## src/rtl/core/ipt_ram.sv

```systemverilog
`timescale 1ns / 1ps

// Simple dual-port RAM: one write port, one read port, registered read data.
module ipt_ram #(
  parameter int WIDTH = 8,
  parameter int DEPTH = 64,
  localparam int AW = $clog2(DEPTH)
) (
  input  logic             clk,
  input  logic             we,
  input  logic [AW-1:0]    waddr,
  input  logic [WIDTH-1:0] wdata,
  input  logic [AW-1:0]    raddr,
  output logic [WIDTH-1:0] rdata
);

  logic [WIDTH-1:0] mem [DEPTH];
  logic [WIDTH-1:0] rdata_r;

  always_ff @(posedge clk) begin
    if (we) begin
      mem[waddr] <= wdata;
    end
    rdata_r <= mem[raddr];
  end

  assign rdata = rdata_r;

endmodule

```

## config.mk

```make
export PLATFORM = sky130hd
export DESIGN_NAME = ipt_ram
export DESIGN_NICKNAME = d
export VERILOG_FILES = /design/src/rtl/core/ipt_ram.sv
export SDC_FILE = /design/constraint.sdc
export NUM_CORES = 1
export LEC_CHECK = 0
export ABC_CLOCK_PERIOD_IN_PS = 2400
export BUFFER_PORTS_ARGS = -buffer_cell sky130_fd_sc_hd__buf_2
export CORE_MARGIN = 4
export CORE_UTILIZATION = 30
export CTS_CLUSTER_DIAMETER = 200
export DETAILED_ROUTE_END_ITERATION = 12
export GPL_TIMING_DRIVEN = 1
export PLACE_DENSITY_LB_ADDON = 0.2
export SYNTH_ARGS = -nofsm -noshare
export SYNTH_HDL_FRONTEND = slang
export SYNTH_SLANG_ARGS = --single-unit
```

## constraint.sdc

```tcl
create_clock -name clk -period 2.4 [get_ports clk]
set_input_delay 0.24 -clock clk [delete_from_list [all_inputs] [get_ports clk]]
set_output_delay 0.24 -clock clk [all_outputs]
set_load 0.02 [all_outputs]
```

==> impl_metrics.toml, run 1 <==
[run_status]
status = "finished clean"

[drt]
drc = 0
num_vias = 9803
wl_per_cell_um = 25.1
avgViaCountPerCell = 4.86
drtIter0Drc = 739
drt-total-wl_um = 50700
drtAntennaViolNets = 0
drt-pass1-iter-count = 5

[worst_setup_path]
slowest_stage = "mux4_2"
crit_family = "multiplexers"
regToRegSetupSlack_ps = 390
worstPathRequired_ps = 2860
critPathMaxStageDelay_ps = 490
arrival_ps = 2470
critical_path_buf_inv_count = 1
path_cells = "mux4_2 > mux2_2 > o221a_2 > nor3_1 > buf_4 > o32ai_1"
cp-end-kind = "flip-flop"
worst_setup_path_start_kind = "flip-flop"
cp_max_fo = 1
path_class = "reg2reg"

[finish]
multi_input_area_mm2 = 0.00432
diodes = 0
area_growth_pct = 18.8
fill_cells = 6034
layout.nets = 1129
final-seq-area_mm2 = 0.0155
drive_gt1_frac = 0.325

[place]
hpwl_um = 33300
portBuffers = 29
dpl_worst_slack_ps = -154
gp_congestion = 0.760

[power_and_ir_drop]
ir_drop_mv = 0.600
leakage_uw = 0.00764
power_density_mw_per_mm2 = 801

[cts]
cts_buffers = 55
worst_skew_pair.late_latency_ps = 600
cts_root_buffer = "clkbuf_16"
htree_levels = 2
cts_setup_buffers = 0
cts.path.max_buffers = 3
cts_resized = 0
cts_tree = "done"
clk_pin_slew_worst_paths_ps = 60
numClockSinks = 520

[sta]
finalClockSkew_ps = 11.8
hold_slack_ps = 88.1
post-route-period-util = 0.837
setup_viol = 0
fin_crit_ps = 2010
finalHoldViolations = 0
slew_headroom = 0.484
rsz0062_at_grt = "false"
fmaxAchievable_mhz = 498
worst_slew_pin_slew_ps = 774
drv_slew = 0
finalWorstSetupSlack_ps = 392

[synthesis]
synth_warnings = 0
synth_cell_type_count = 40
ys_seq_area_frac = 0.770
syn_inst = 940
syn_avg_cell_area_um2 = 21.5
synth_area_mm2 = 0.0202
syn-num-nets = 962
ys_ff_latch = 520

[global_route]
antenna_found_initial = 2
grt_pass1_wl_um = 74700
grt_pass1_vias = 10436
grt_start_max_net_pins = 65
grt_util_all_layers = 0.144
grt-ovfl-total = 0

[min_path]
hold_path.class = "in2reg"

[floorplan]
floorplan.die.height_um = 267
row_count = 94
die_area_mm2 = 0.0714
die_w_um = 267
core-area_mm2 = 0.0662
io_pins = 30
initial_core_util = 0.305

[flow_run]
cap_viol_max_count = 0
[per-stage QoR]
| stage | cell area, um2 | instances | TNS [ps] | total power [uW] | util |
|---|---|---|---|---|---|
| 2_1_floorplan | 20200 | 940 | 0 | 10800 | - |
| 3_3_place_gp | 22300 | 1913 | -226 | 11400 | 0.336 |
| 3_5_place_dp | 22300 | 1913 | -187 | 11400 | 0.336 |
| 4_1_cts | 24000 | 2016 | 0 | 19500 | 0.362 |
| 5_1_grt | 24000 | 2016 | 0 | 19900 | 0.362 |
| 6_report | 24000 | 2016 | 0 | 19200 | 0.362 |
[cell type report]
| class | instances | area share |
|---|---|---|
| Timing Repair Buffer | 161 | 0.0554 |
| Multi-Input combinational cell | 369 | 0.180 |
| Tap cell | 864 | 0.0451 |
| Clock buffer | 68 | 0.0595 |
| Clock inverter | 34 | 0.0114 |
| Sequential cell | 520 | 0.648 |
[registers in the layout, indices dropped and copies added (netlist names)]
register / flops
mem: 512
rdata: 8
[kinds of logic after synthesis]
family | count (synthesis) | synth area share
multiplexers | 162 | 0.159
AND/OR/NAND/NOR | 153 | 0.0339
flip-flops | 520 | 0.770
AO/OA/AOI/OAI | 54 | 0.0207
buffers and inverters | 51 | 0.0157
[path summary, 6_finish.rpt]
check              from  depth (start not counted)          to
max reg2reg  mem[21][4]                          6    rdata[4]
min            wdata[2]                          1  mem[17][2]
min reg2reg  mem[30][6]                          3    rdata[6]
max          mem[21][4]                          6    rdata[4]
[per-layer routing]
metal	share of wire	wire length, um	GRT usage
met5	0.00026	13	0
met1	0.44	22400	0.201
met2	0.49	24800	0.236
met3	0.045	2290	0.0234
met4	0.024	1200	0.0387
[what timing repair did]
item,4_1_cts,5_1_grt
endpoints found under the hold margin,4,0
setup endpoints to repair,0,0
hold buffers,1,0
[power by group]
part	switching, uW	internal (uW)
registers	38.1	10100
clock network	3430	4630
logic	631	420
total	4100	15100
[Yosys cell counts, drive strengths merged]
cell,number,area share
a2111oi,2,0.00087
a211oi,4,0.0015
a21oi,3,0.00074
a221oi,6,0.0026
a22oi,3,0.0011
a31oi,1,0.00031
and2,1,0.00031
buf,34,0.013
clkbuf,17,0.0032
dfxtp,8,0.0079
edfxtp,512,0.76
mux2,13,0.0073
mux2i,23,0.011
mux4,126,0.14
nand2,19,0.0035
nand2b,7,0.0022
nand3,13,0.0032
nand3b,3,0.0011
nand4,2,0.00062
nand4b,1,0.00043
nor2,83,0.015
nor2b,14,0.0043
nor3,7,0.0017
nor4,2,0.00062
o2111ai,3,0.0013
o21a,2,0.00074
o21ai,4,0.00099
o221a,2,0.0011
o221ai,8,0.0035
o22ai,8,0.0025
o2bb2ai,3,0.0013
o311ai,1,0.00043
o32ai,2,0.00087
o41ai,2,0.00087
or3,1,0.00031
[cells in the final DEF (no fill, tap or decap), types with 14 or more instances in the layout]
cell type,n
nor2_1,83
clkbuf_16,55
edfxtp_1,512
mux4_2,126
nand2_1,19
buf_2,26
nor2b_1,14
buf_4,119
buf_12,14
clkinv_1,16
mux2i_1,23
Note: power is estimated with default switching activity, not from simulation.
==> run 2: changes to the inputs <==
--- a/config.mk
+++ b/config.mk
@@ -5,7 +5,8 @@
 export SDC_FILE = /design/constraint.sdc
 export NUM_CORES = 1
 export LEC_CHECK = 0
-export ABC_CLOCK_PERIOD_IN_PS = 2400
+export ABC_AREA = 1
+export ABC_CLOCK_PERIOD_IN_PS = 1770
 export BUFFER_PORTS_ARGS = -buffer_cell sky130_fd_sc_hd__buf_2
 export CORE_MARGIN = 4
 export CORE_UTILIZATION = 30
==> constraint.sdc (replaced) <==
create_clock -name clk -period 1.77 [get_ports clk]
set_input_delay 0.177 -clock clk [delete_from_list [all_inputs] [get_ports clk]]
set_output_delay 0.177 -clock clk [all_outputs]
set_load 0.02 [all_outputs]
==> run 2 against run 1 <==
  * Clock skew up 13 ps
  * Sequential share of layout area fell by 2.7 points
  * Largest cell class unchanged
  * First-iteration DRC count increased by 63%
  * Non-clock buffer count up 8
  * Combinational power is 73% higher
  * Cell count is 44% higher
  * Sequential power is 36% higher
  * Worst hold slack worse by 4.0 ps
  * Worst setup slack lost 4.8 ps
  * Clock power up 36%
  * Flip-flop and latch count unchanged
  * Register-to-register slack hardly changed
==> impl_metrics.toml, run 2 <==
[cts]
cts.path.max_buffers = 3
cts_root_buffer = "clkbuf_16"
cts_buffers = 54
clk_pin_slew_worst_paths_ps = 60
cts_resized = 0
cts_setup_buffers = 0
numClockSinks = 520
worst_skew_pair.late_latency_ps = 610
cts_tree = "done"
htree_levels = 2

[finish]
largest_reg_flops = 512
final_common_cell = "nand2_1"
post-route-util = 0.356
area_growth_pct = 17.2
drive_gt1_frac = 0.125
largest_register = "mem"
final-seq-area_mm2 = 0.0155
fill_cells = 6983
final_cell_mix = "nand2_1 (648), edfxtp_1 (512), nand3_1 (439), buf_4 (108), nor2_1 (56)"
layout.nets = 1939
multi_input_area_mm2 = 0.00495
stdcell_area_mm2 = 0.0250

[drt]
num_vias = 13914
drt-total-wl_um = 59500
avgViaCountPerCell = 4.80
drt-pass1-iter-count = 5
drtIter0Drc = 1204
wl_per_cell_um = 20.5
drc = 0
drtAntennaViolNets = 0

[run_status]
status = "finished clean"

[worst_setup_path]
regToRegSetupSlack_ps = 390
cp-end-kind = "flip-flop"
arrival_ps = 1870
worst_setup_path_start_kind = "flip-flop"
cp_max_fo = 1
path_class = "reg2reg"
worstPathRequired_ps = 2260

[global_route]
grt-ovfl-total = 0
antenna_found_initial = 2
grt_pass1_wl_um = 89000
grt_util_all_layers = 0.157
grt_pass1_vias = 13837
grt_start_max_net_pins = 65

[synthesis]
ys_ff_latch = 520
synth_edf_count = 512
synthFlopType = "edfxtp_1"
syn_avg_cell_area_um2 = 11.8
synth_top_area_cell = "edfxtp_1"
syn-num-nets = 1827
synthArstFlopShare = 0
syn_inst = 1805
synth_area_leaders = "edfxtp_1 (72%), nand2_1 (11%), nand3_1 (10%), buf_6 (1.8%), nor2_1 (0.99%)"
synth_top_area_frac = 0.720
synth_warnings = 0
ys_seq_area_frac = 0.728
yosys-top-cells-count = "nand2_1 (648), edfxtp_1 (512), nand3_1 (439), nor2_1 (56), buf_2 (37)"
synth_area_mm2 = 0.0213
synth_cell_type_count = 16
synthMostInstantiatedCell = "nand2_1"

[floorplan]
io_pins = 30
die_area_mm2 = 0.0755
core-area_mm2 = 0.0703
floorplan.die.height_um = 275
row_count = 97
die_w_um = 275
initial_core_util = 0.304

[power_and_ir_drop]
leakage_uw = 0.00906
power_density_mw_per_mm2 = 1060
ir_drop_mv = 0.667

[sta]
finalClockSkew_ps = 24.4
finalWorstSetupSlack_ps = 387
fmaxAchievable_mhz = 723
drv_slew = 0
finalHoldViolations = 0
post-route-period-util = 0.781
rsz0062_at_grt = "false"
slew_headroom = 0.685
setup_viol = 0
worst_slew_pin_slew_ps = 473
fin_crit_ps = 1380

[place]
gp_congestion = 0.798
portBuffers = 29
place_area_mm2 = 0.0233
dpl_worst_slack_ps = -123
hpwl_um = 35200

[flow_run]
cap_viol_max_count = 0

[min_path]
hold_path.class = "in2reg"
run 2: metal layers:
layer / track usage / part of all wire
met1: 0.228 / 0.46
met2: 0.245 / 0.46
met3: 0.0240 / 0.056
met4: 0.0417 / 0.022
met5: 0.00834 / 0.0014
run 2: cells by family (layout without fill, tap and decap cells):
kind of cell / after synthesis / count (layout) / share of synthesized area
buffers and inverters: 125 / 278 / 0.0402
other: 0 / 1 / 0
DFF: 520 / 520 / 0.728
and+or+nand+nor: 1160 / 1160 / 0.232
run 2: power breakdown:
part           switching (uW)  internal [uW]
Combinational            1290            533
Sequential               36.9          13600
Clock                    4700           6350
run 2: final timing paths:
check             startpoint         end  cells after the start
setup / recovery  mem[12][5]    rdata[5]                      8
hold / removal      wdata[6]  mem[42][6]                      2
setup reg to reg  mem[12][5]    rdata[5]                      8
hold reg to reg   mem[36][6]    rdata[6]                      8
run 2: through the flow:
step,hold slack (ps),TNS (ps),power (uW),std cells
finish,84.1,0,26500,2899
global route,83.4,0,27500,2898
global placement,576,-566,15800,2800
detailed placement,577,-581,15800,2800
floorplan,276,-11080,14900,1805
CTS,85.8,0,26800,2898
run 2: repair_timing:
| action | CTS | global route |
|---|---|---|
| endpoints found under the setup margin | 0 | 0 |
| hold endpoints to repair | 4 | 0 |
| hold buffers | 1 | 0 |
run 2: final cells by class:
type | count | area share
Sequential cell | 520 | 0.621
Multi-Input combinational cell | 1160 | 0.198
Tap cell | 940 | 0.0470
Clock buffer | 69 | 0.0583
Inverter | 12 | 0.00220
Clock inverter | 28 | 0.00935
Timing Repair Buffer | 169 | 0.0644
Antenna cell | 1 | 0.000100
run 2: critical path: stages, from the launching register on:
cell and delay (ps):
edfxtp_1 360, nand2_1 80, nand3_1 80, nand3_1 150, nand2_1 90, nand2_1 70, nand3_1 120, nand3_1 230
nand2_1 90
